[config.mk]
export PLATFORM = sky130hd
export DESIGN_NAME = k_sorted_stream_sorter
export DESIGN_NICKNAME = d
export VERILOG_FILES = /design/src/hdl/hsrt_pkg.sv /design/src/hdl/k_sorted_stream_sorter.sv /design/src/hdl/hsrt_heap_ram.sv /design/src/hdl/hsrt_seq.sv
export SDC_FILE = /design/constraint.sdc
export NUM_CORES = 1
export LEC_CHECK = 0
export BUFFER_PORTS_ARGS = -buffer_cell sky130_fd_sc_hd__buf_2
export CAP_MARGIN = 30
export CORE_MARGIN = 1.5
export CORE_UTILIZATION = 40
export CTS_CLUSTER_SIZE = 10
export DETAILED_ROUTE_END_ITERATION = 6
export PLACE_DENSITY_LB_ADDON = 0.15
export SYNTH_ARGS = -nofsm -noshare
export SYNTH_HDL_FRONTEND = slang
export SYNTH_SLANG_ARGS = --single-unit
[constraint.sdc]
create_clock -name clk -period 8 [get_ports clk]
set_clock_uncertainty 0.1 [all_clocks]
set_input_delay 2 -clock clk [delete_from_list [all_inputs] [get_ports clk]]
set_output_delay 2 -clock clk [all_outputs]
set_load 0.01 [all_outputs]
[src/hdl/hsrt_pkg.sv]
// ============================================================================
// hsrt_pkg: shared types and constants for the k-sorted stream sorter
// Sizes, payload structs, heap memory command and sequencer states.
// ============================================================================
package hsrt_pkg;

    localparam int HEAP_DEPTH = 16;
    localparam int IDX_W      = $clog2(HEAP_DEPTH);
    localparam int CNT_W      = $clog2(HEAP_DEPTH + 1);
    localparam int KID_W      = IDX_W + 2;
    localparam int VAL_W      = 32;
    localparam int K_W        = 4;
    localparam int CMP_W      = (CNT_W > K_W) ? CNT_W : K_W;

    localparam logic [K_W-1:0] WINDOW_K_RESET = K_W'(3);

    typedef logic [IDX_W-1:0]        idx_t;
    typedef logic [CNT_W-1:0]        cnt_t;
    typedef logic signed [VAL_W-1:0] val_t;

    typedef struct packed {
        logic signed [VAL_W-1:0] value;
        logic                    end_of_stream;
    } item_t;

    typedef struct packed {
        logic signed [VAL_W-1:0] sorted_value;
        logic                    last_out;
    } result_t;

    typedef struct packed {
        logic we;
        idx_t waddr;
        val_t wdata;
        logic re0;
        idx_t raddr0;
        logic re1;
        idx_t raddr1;
    } ram_cmd_t;

    typedef struct packed {
        logic    valid;
        result_t res;
    } emit_t;

    typedef enum logic [3:0] {
        ST_IDLE,
        ST_UP_RD,
        ST_UP_CMP,
        ST_FULL_RD,
        ST_FULL_CMP,
        ST_DOWN_RD,
        ST_DOWN_LR,
        ST_DOWN_CMP,
        ST_CHECK,
        ST_POP_RD,
        ST_POP_EMIT
    } seq_state_t;

endpackage

[src/hdl/k_sorted_stream_sorter.sv]
// ============================================================================
// k_sorted_stream_sorter: sorter for nearly sorted streams
// Min-heap over HEAP_DEPTH entries; emits values in ascending order.
// ============================================================================
// Usage:
//   item channel (item_valid/item_ready/item) takes one value per transaction.
//   While the heap holds more than window_k values, each item drives pops of
//   the minimum onto the result channel (result_valid/result_ready/result).
//   An item with end_of_stream set drains the whole heap; the final result
//   of that drain carries last_out.
//   cfg channel (cfg_valid/cfg_ready/cfg_data) writes window_k; cfg_ready is
//   always high. Write it only while the block is idle.
// Sequence:
//   One item at a time: an accept step, the insert (a replace-top when the
//   heap is full), a check step, then the same for each pop. An insert reads
//   the parent and compares once per level the value climbs, then writes
//   at the root or where it stops. A pop reads root and last entry, emits,
//   then per level reads the children, picks the smaller and compares; it
//   ends with a write at a leaf or after a failed compare.
// Reset: heap count clears to zero and window_k returns to 3; heap contents
//   are not cleared, only written entries are ever read.
// Stall: one output register holds a result; while it is not taken the
//   sequencer waits at its emit step and item_ready stays low.
// ============================================================================
module k_sorted_stream_sorter (
    input  logic                     clk,
    input  logic                     rst_n,
    input  logic                     cfg_valid,
    output logic                     cfg_ready,
    input  logic [hsrt_pkg::K_W-1:0] cfg_data,
    input  logic                     item_valid,
    output logic                     item_ready,
    input  hsrt_pkg::item_t          item,
    output logic                     result_valid,
    input  logic                     result_ready,
    output hsrt_pkg::result_t        result
);
    import hsrt_pkg::*;

    logic [K_W-1:0] window_k_reg;
    logic           result_valid_reg;
    result_t        result_reg;

    ram_cmd_t ram_cmd;
    val_t     rd0;
    val_t     rd1;
    emit_t    seq_emit;
    logic     emit_ok;
    cnt_t     heap_count;

    // configuration: always ready, takes effect at the next item
    assign cfg_ready = 1'b1;

    always_ff @(posedge clk or negedge rst_n)
    begin
        if (!rst_n)
        begin
            window_k_reg <= WINDOW_K_RESET;
        end
        else if (cfg_valid && cfg_ready)
        begin
            window_k_reg <= cfg_data;
        end
    end

    hsrt_heap_ram u_ram (
        .clk (clk),
        .cmd (ram_cmd),
        .rd0 (rd0),
        .rd1 (rd1)
    );

    hsrt_seq u_seq (
        .clk        (clk),
        .rst_n      (rst_n),
        .item_valid (item_valid),
        .item_ready (item_ready),
        .item       (item),
        .window_k   (window_k_reg),
        .ram_cmd    (ram_cmd),
        .rd0        (rd0),
        .rd1        (rd1),
        .emit       (seq_emit),
        .emit_ok    (emit_ok),
        .heap_count (heap_count)
    );

    // Output register: load when empty or being drained this cycle,
    // otherwise hold the sequencer at its emit step.
    assign emit_ok = !result_valid_reg || result_ready;

    always_ff @(posedge clk or negedge rst_n)
    begin
        if (!rst_n)
        begin
            result_valid_reg <= 1'b0;
        end
        else if (seq_emit.valid && emit_ok)
        begin
            result_valid_reg <= 1'b1;
        end
        else if (result_ready)
        begin
            result_valid_reg <= 1'b0;
        end
    end

    always_ff @(posedge clk)
    begin
        if (seq_emit.valid && emit_ok)
        begin
            result_reg <= seq_emit.res;
        end
    end

    assign result_valid = result_valid_reg;
    assign result       = result_reg;

    // ------------------------------------------------------------------------
    // Assertions
    // ------------------------------------------------------------------------
    a_count_bound: assert property (@(posedge clk) disable iff (!rst_n)
        heap_count <= CNT_W'(HEAP_DEPTH))
        else $error("heap count exceeds heap depth");

    a_busy_after_accept: assert property (@(posedge clk) disable iff (!rst_n)
        item_valid && item_ready |=> !item_ready)
        else $error("item channel ready right after a transaction");

    a_emit_held: assert property (@(posedge clk) disable iff (!rst_n)
        seq_emit.valid && !emit_ok |=> seq_emit.valid)
        else $error("stalled result dropped by sequencer");

    a_last_empties: assert property (@(posedge clk) disable iff (!rst_n)
        seq_emit.valid && emit_ok && seq_emit.res.last_out |=> heap_count == '0)
        else $error("heap not empty after final result");

endmodule

[src/hdl/hsrt_heap_ram.sv]
// ============================================================================
// hsrt_heap_ram: heap storage
// One write port and two read ports; read data is registered and holds
// while its port is not enabled.
// ============================================================================
module hsrt_heap_ram (
    input  logic              clk,
    input  hsrt_pkg::ram_cmd_t cmd,
    output hsrt_pkg::val_t    rd0,
    output hsrt_pkg::val_t    rd1
);
    import hsrt_pkg::*;

    val_t mem [HEAP_DEPTH];
    val_t rd0_reg;
    val_t rd1_reg;

    always_ff @(posedge clk)
    begin
        if (cmd.we)
        begin
            mem[cmd.waddr] <= cmd.wdata;
        end
        if (cmd.re0)
        begin
            rd0_reg <= mem[cmd.raddr0];
        end
        if (cmd.re1)
        begin
            rd1_reg <= mem[cmd.raddr1];
        end
    end

    assign rd0 = rd0_reg;
    assign rd1 = rd1_reg;

endmodule

[src/hdl/hsrt_seq.sv]
// ============================================================================
// hsrt_seq: heap sequencer
// Runs insert, replace-top and pop with sift passes over the heap memory,
// using one shared signed comparator.
// ============================================================================
module hsrt_seq (
    input  logic                      clk,
    input  logic                      rst_n,
    input  logic                      item_valid,
    output logic                      item_ready,
    input  hsrt_pkg::item_t           item,
    input  logic [hsrt_pkg::K_W-1:0]  window_k,
    output hsrt_pkg::ram_cmd_t        ram_cmd,
    input  hsrt_pkg::val_t            rd0,
    input  hsrt_pkg::val_t            rd1,
    output hsrt_pkg::emit_t           emit,
    input  logic                      emit_ok,
    output hsrt_pkg::cnt_t            heap_count
);
    import hsrt_pkg::*;

    seq_state_t state_reg, state_next;
    cnt_t       count_reg, count_next;
    idx_t       hole_reg, hole_next;
    logic       eos_reg, eos_next;
    val_t       cur_reg, cur_next;
    val_t       best_reg, best_next;
    idx_t       best_idx_reg, best_idx_next;

    idx_t             parent;
    idx_t             last_idx;
    logic [KID_W-1:0] kid_l;
    logic [KID_W-1:0] kid_r;
    logic             l_ok;
    logic             r_ok;
    logic             full;
    logic             need_pop;
    val_t             cmp_a;
    val_t             cmp_b;
    logic             cmp_lt;

    assign parent   = idx_t'((hole_reg - 1'b1) >> 1);
    assign last_idx = idx_t'(count_reg - 1'b1);
    assign kid_l    = {1'b0, hole_reg, 1'b1};
    assign kid_r    = kid_l + 1'b1;
    assign l_ok     = kid_l < KID_W'(count_reg);
    assign r_ok     = kid_r < KID_W'(count_reg);
    assign full     = count_reg == CNT_W'(HEAP_DEPTH);
    assign need_pop = (count_reg != '0)
                      && (eos_reg || (CMP_W'(count_reg) > CMP_W'(window_k)));

    // shared compare unit
    assign cmp_lt = cmp_a < cmp_b;

    assign heap_count = count_reg;

    always_ff @(posedge clk or negedge rst_n)
    begin
        if (!rst_n)
        begin
            state_reg <= ST_IDLE;
            count_reg <= '0;
            hole_reg  <= '0;
            eos_reg   <= 1'b0;
        end
        else
        begin
            state_reg <= state_next;
            count_reg <= count_next;
            hole_reg  <= hole_next;
            eos_reg   <= eos_next;
        end
    end

    always_ff @(posedge clk)
    begin
        cur_reg      <= cur_next;
        best_reg     <= best_next;
        best_idx_reg <= best_idx_next;
    end

    // next state
    always_comb
    begin
        state_next = state_reg;
        case (state_reg)
            ST_IDLE:     if (item_valid) state_next = full ? ST_FULL_RD : ST_UP_RD;
            ST_UP_RD:    state_next = (hole_reg == '0) ? ST_CHECK : ST_UP_CMP;
            ST_UP_CMP:   state_next = cmp_lt ? ST_UP_RD : ST_CHECK;
            ST_FULL_RD:  state_next = ST_FULL_CMP;
            ST_FULL_CMP: if (emit_ok) state_next = cmp_lt ? ST_DOWN_RD : ST_CHECK;
            ST_DOWN_RD:  state_next = l_ok ? ST_DOWN_LR : ST_CHECK;
            ST_DOWN_LR:  state_next = ST_DOWN_CMP;
            ST_DOWN_CMP: state_next = cmp_lt ? ST_DOWN_RD : ST_CHECK;
            ST_CHECK:    state_next = need_pop ? ST_POP_RD : ST_IDLE;
            ST_POP_RD:   state_next = ST_POP_EMIT;
            ST_POP_EMIT: if (emit_ok) state_next = ST_DOWN_RD;
            default:     state_next = ST_IDLE;
        endcase
    end

    // outputs: handshake, memory command, emit, comparator operands
    always_comb
    begin
        item_ready = 1'b0;
        ram_cmd    = '0;
        emit       = '0;
        cmp_a      = cur_reg;
        cmp_b      = rd0;
        case (state_reg)
            ST_IDLE:
            begin
                item_ready = 1'b1;
            end
            ST_UP_RD:
            begin
                if (hole_reg == '0)
                begin
                    ram_cmd.we    = 1'b1;
                    ram_cmd.waddr = '0;
                    ram_cmd.wdata = cur_reg;
                end
                else
                begin
                    ram_cmd.re0    = 1'b1;
                    ram_cmd.raddr0 = parent;
                end
            end
            ST_UP_CMP:
            begin
                ram_cmd.we    = 1'b1;
                ram_cmd.waddr = hole_reg;
                ram_cmd.wdata = cmp_lt ? rd0 : cur_reg;
            end
            ST_FULL_RD:
            begin
                ram_cmd.re0    = 1'b1;
                ram_cmd.raddr0 = '0;
            end
            ST_FULL_CMP:
            begin
                cmp_a                 = rd0;
                cmp_b                 = cur_reg;
                emit.valid            = 1'b1;
                emit.res.sorted_value = cmp_lt ? rd0 : cur_reg;
                emit.res.last_out     = 1'b0;
            end
            ST_DOWN_RD:
            begin
                if (!l_ok)
                begin
                    ram_cmd.we    = 1'b1;
                    ram_cmd.waddr = hole_reg;
                    ram_cmd.wdata = cur_reg;
                end
                else
                begin
                    ram_cmd.re0    = 1'b1;
                    ram_cmd.raddr0 = idx_t'(kid_l);
                    ram_cmd.re1    = r_ok;
                    ram_cmd.raddr1 = idx_t'(kid_r);
                end
            end
            ST_DOWN_LR:
            begin
                cmp_a = rd1;
                cmp_b = rd0;
            end
            ST_DOWN_CMP:
            begin
                cmp_a         = best_reg;
                cmp_b         = cur_reg;
                ram_cmd.we    = 1'b1;
                ram_cmd.waddr = hole_reg;
                ram_cmd.wdata = cmp_lt ? best_reg : cur_reg;
            end
            ST_POP_RD:
            begin
                ram_cmd.re0    = 1'b1;
                ram_cmd.raddr0 = '0;
                ram_cmd.re1    = 1'b1;
                ram_cmd.raddr1 = last_idx;
            end
            ST_POP_EMIT:
            begin
                emit.valid            = 1'b1;
                emit.res.sorted_value = rd0;
                emit.res.last_out     = eos_reg && (count_reg == CNT_W'(1));
            end
            default:
            begin
                item_ready = 1'b0;
            end
        endcase
    end

    // datapath next values
    always_comb
    begin
        count_next    = count_reg;
        hole_next     = hole_reg;
        eos_next      = eos_reg;
        cur_next      = cur_reg;
        best_next     = best_reg;
        best_idx_next = best_idx_reg;
        case (state_reg)
            ST_IDLE:
            begin
                if (item_valid)
                begin
                    cur_next = item.value;
                    eos_next = item.end_of_stream;
                    if (full)
                    begin
                        hole_next = '0;
                    end
                    else
                    begin
                        hole_next  = idx_t'(count_reg);
                        count_next = count_reg + 1'b1;
                    end
                end
            end
            ST_UP_CMP:
            begin
                if (cmp_lt)
                begin
                    hole_next = parent;
                end
            end
            ST_FULL_CMP:
            begin
                if (emit_ok && cmp_lt)
                begin
                    hole_next = '0;
                end
            end
            ST_DOWN_LR:
            begin
                if (r_ok && cmp_lt)
                begin
                    best_next     = rd1;
                    best_idx_next = idx_t'(kid_r);
                end
                else
                begin
                    best_next     = rd0;
                    best_idx_next = idx_t'(kid_l);
                end
            end
            ST_DOWN_CMP:
            begin
                if (cmp_lt)
                begin
                    hole_next = best_idx_reg;
                end
            end
            ST_POP_EMIT:
            begin
                if (emit_ok)
                begin
                    count_next = count_reg - 1'b1;
                    cur_next   = rd1;
                    hole_next  = '0;
                end
            end
            default:
            begin
                count_next = count_reg;
            end
        endcase
    end

endmodule
==> results.md <==
- Status: complete, no violations
- Global route overflow: 0
- Synth-to-Final Area Change: 12.41%
- Worst reg2reg path startpoint: u_seq.state_reg[1]
- Post-CTS setup-driven buffer insertion count: 0
- Total of max-cap violations: 0
- Mux cell area share after synthesis: 11.74%
- Hold buffer count at cts: 0
- Min-delay src: window_k_reg[1]
- Setup violations, final: 0
- Pre-antenna DRT Iters: 6
- Yosys warns: 0
- WL/cell: 30.72 µm
- Worst ir drop on vdd: 0.5169 mV
- DRC viols: 0
- Adder-Cell Fraction of Synth Area: 1.776%
- Crit path launch: u_seq.state_reg[1]
- GRT Total Usage: 26.74%
- Final wirelength: 116600 µm
- TritonCTS clock tree: built
- Crit start category: flop
- CTS root buf: clkbuf_16
- Post-synthesis cell area: 33810 µm²
- Worst-case clock buffer depth: 3
- Post-synth top area share: 60.13%
- Post-synth top flop: edfxtp_1
- Setup TNS: 0 ns
- Routability cong.: 0.9343
- Leading area contributor after synthesis: edfxtp_1
- Hold crit path type: reg -> reg
- Insertion delay to the later sink of the worst-skew pair: 0.64 ns
- Count of unique library cells instantiated by Yosys: 73
- Crit Path Class: reg -> reg
- Main area contributors after synthesis: edfxtp_1, mux4_2, nand2_1, nand3_1, a22oi_1
- First-pass GRT wire length: 165000 µm
- Fillers: 7421
- Initial antenna violation count: 1
- Clk sink count: 696
- Layout Cells excl Fill: 3797
- Slew Limit Fails: 0
- Worst Tran Pin Value: 1.118 ns
- # rows: 106
- Post-synth ARST share: 2.730%
- P_leak: 12.85 nW
- Arrival @ worst endpoint: 6.47 ns
- Vias in the first global route: 23160
- Net count after synthesis: 2698
- Post-DP HPWL: 66350 µm
- Synth top cells by count: edfxtp_1, nand2_1, nand3_1
- Period utilization: 78.73%
- Final Core Density: 45.41%
- Syn Area/Cell: 12.96 µm²
- Core box area: 83690 µm²
- Layout cells sized above 1: 16.56%
- Total CTS buffers: 81
- Fin crit period: 6.298 ns
- IO Pins: 78
- Max reg flops: 512
- Nets: 2730
- Hold slack: 0.4039 ns
- Synth Area in XOR/XNOR: 0.3886%
- Via density: 6.296
- Initial Utilization: 40.40%
- Rel. slew slack: 25.45%
- Sequential-to-total area share from yosys stat: 61.55%
- Post-Synth Simple-Gate Area: 12.91%
- Ant. Diodes: 0
- Die ar.: 86270 µm²
- Data required time of the worst path: 8.17 ns
- Synth Area in Compound Gates: 8.446%
- Power per cell area: 427.3 nW/µm²
- Final Hold Viols: 0
- Die W: 293.7 µm
- Via count: 23910
- Starting DRT DRC Count: 3242
- H-tree depth: 3
- Largest family of logic cells by synthesized area: simple AND/OR/NAND/NOR gates
- Largest net degree at the start of global routing: 152
- CP peak stage delay: 1.00 ns
- Input/output buffers: 76
- Top-count cell post-synth: edfxtp_1
- Clock transition at the registers of the reported paths: 0.06 ns
- RSZ-0062 raised after global routing: false
- Post-synth EDFFs: 677
- Max Freq: 158.8 MHz
- Worst-path fanout max: 52
- ANT nets after route: 0
- Flops & latches, synth: 696
- Die Height: 293.7 µm
- Post-CTS Resized: 0
- Critical Path End Type: flop
- Gate count after technology mapping: 2608
- Dpl cells: 3677
- Worst-path cell chain: and2_1 -> buf_4 -> a221oi_1 -> ha_1 -> nand4_1 -> nor3_1 -> nand2_1 -> nor4b_1 -> a211o_4 -> xor2_1 -> o21ai_2 -> buf_12 -> o2bb2ai_1
- Critical path's slowest cell: dfrtp_2
worst paths after layout:
check / to / slack [ns] / cells past startpoint
setup / recovery: u_ram.mem[13][18] / 1.70 / 13
hold / removal: window_k_reg[1] / 0.40 / 2
setup reg to reg: u_ram.mem[13][18] / 1.70 / 13
hold reg to reg: window_k_reg[1] / 0.40 / 2
max in group asynchronous: u_seq.state_reg[0] / 6.18 / 1
min in group asynchronous: window_k_reg[2] / 1.23 / 1
routing by layer:
| layer | GRT usage, % | part of all wire (%) | vias to the layer above |
|---|---|---|---|
| met2 | 41.60 | 46 | 1413 |
| met1 | 36.69 | 40 | 12150 |
| met4 | 9.102 | 3.2 | 2 |
| met3 | 6.488 | 11 | 228 |
| met5 | 0 | 0.012 | - |
| li1 | - | - | 10110 |
metrics by stage:
step / cell area [µm²] / setup slack (ns) / total power, mW
finish: 38000 / 1.702 / 16.24
global route: 38000 / 1.526 / 16.92
CTS: 37870 / 1.649 / 16.11
detailed placement: 35600 / 1.668 / 12.80
global placement: 35560 / 1.935 / 12.64
floorplan: 33810 / 1.985 / 10.14
cell type report:
class	instances	area, µm²	share of cell area [%]
sequential	696	20820	54.77
timing repair buffer	153	1107	2.914
clock inverter	10	95.09	0.2502
inverter	46	172.7	0.4543
multi-input combinational	1662	12230	32.17
tap	1134	1419	3.733
clock buffer	96	2168	5.706
cell usage in the layout (no fill, tap or decap), types with 9 or more instances in the layout:
master     count
and3_1        32
o21ai_0       16
ha_1          48
mux2_2         9
buf_2         76
a22o_1        34
inv_1         46
edfxtp_1     677
xnor2_1       11
a22oi_1       98
nand3_1      173
a221oi_1      35
dfrtp_1       14
nand2b_1      11
nor2_1        48
buf_4         65
nand2_1      550
buf_12        10
a21oi_1       56
mux4_2       128
a31oi_1       35
clkbuf_16     85
nand4_1       75
clkbuf_1      11
mux2i_1       65
o2bb2ai_1     32
a32oi_1       31
nor3_1        41
mux2_1        25
nor2_4        18
cell families (layout without fill, tap and decap cells):
logic type	after synthesis	after routing
AO/OA/AOI/OAI	384	384
XOR/XNOR	15	15
buffers and inverters	250	305
other	1	1
flip-flops	696	696
AND/OR/NAND/NOR	984	984
multiplexers	230	230
adder cells (fa/ha/maj)	48	48
critical path, delay by kind of cell, from the launching register on:
kind	cells	cell delay, ns
compound gates	4	1.49
xor+xnor	1	0.12
fa+ha+maj	1	0.47
simple gates	5	2.10
flops	1	1.00
buf+inv	2	0.64
power breakdown:
| group | total (mW) | leakage [nW] | internal [mW] | switching [mW] |
|---|---|---|---|---|
| registers | 5.97 | 6.49 | 5.27 | 0.695 |
| logic | 6.96 | 5.26 | 2.31 | 4.65 |
| clock network | 3.32 | 1.10 | 1.89 | 1.42 |
Note: power is estimated with default switching activity, not from simulation.
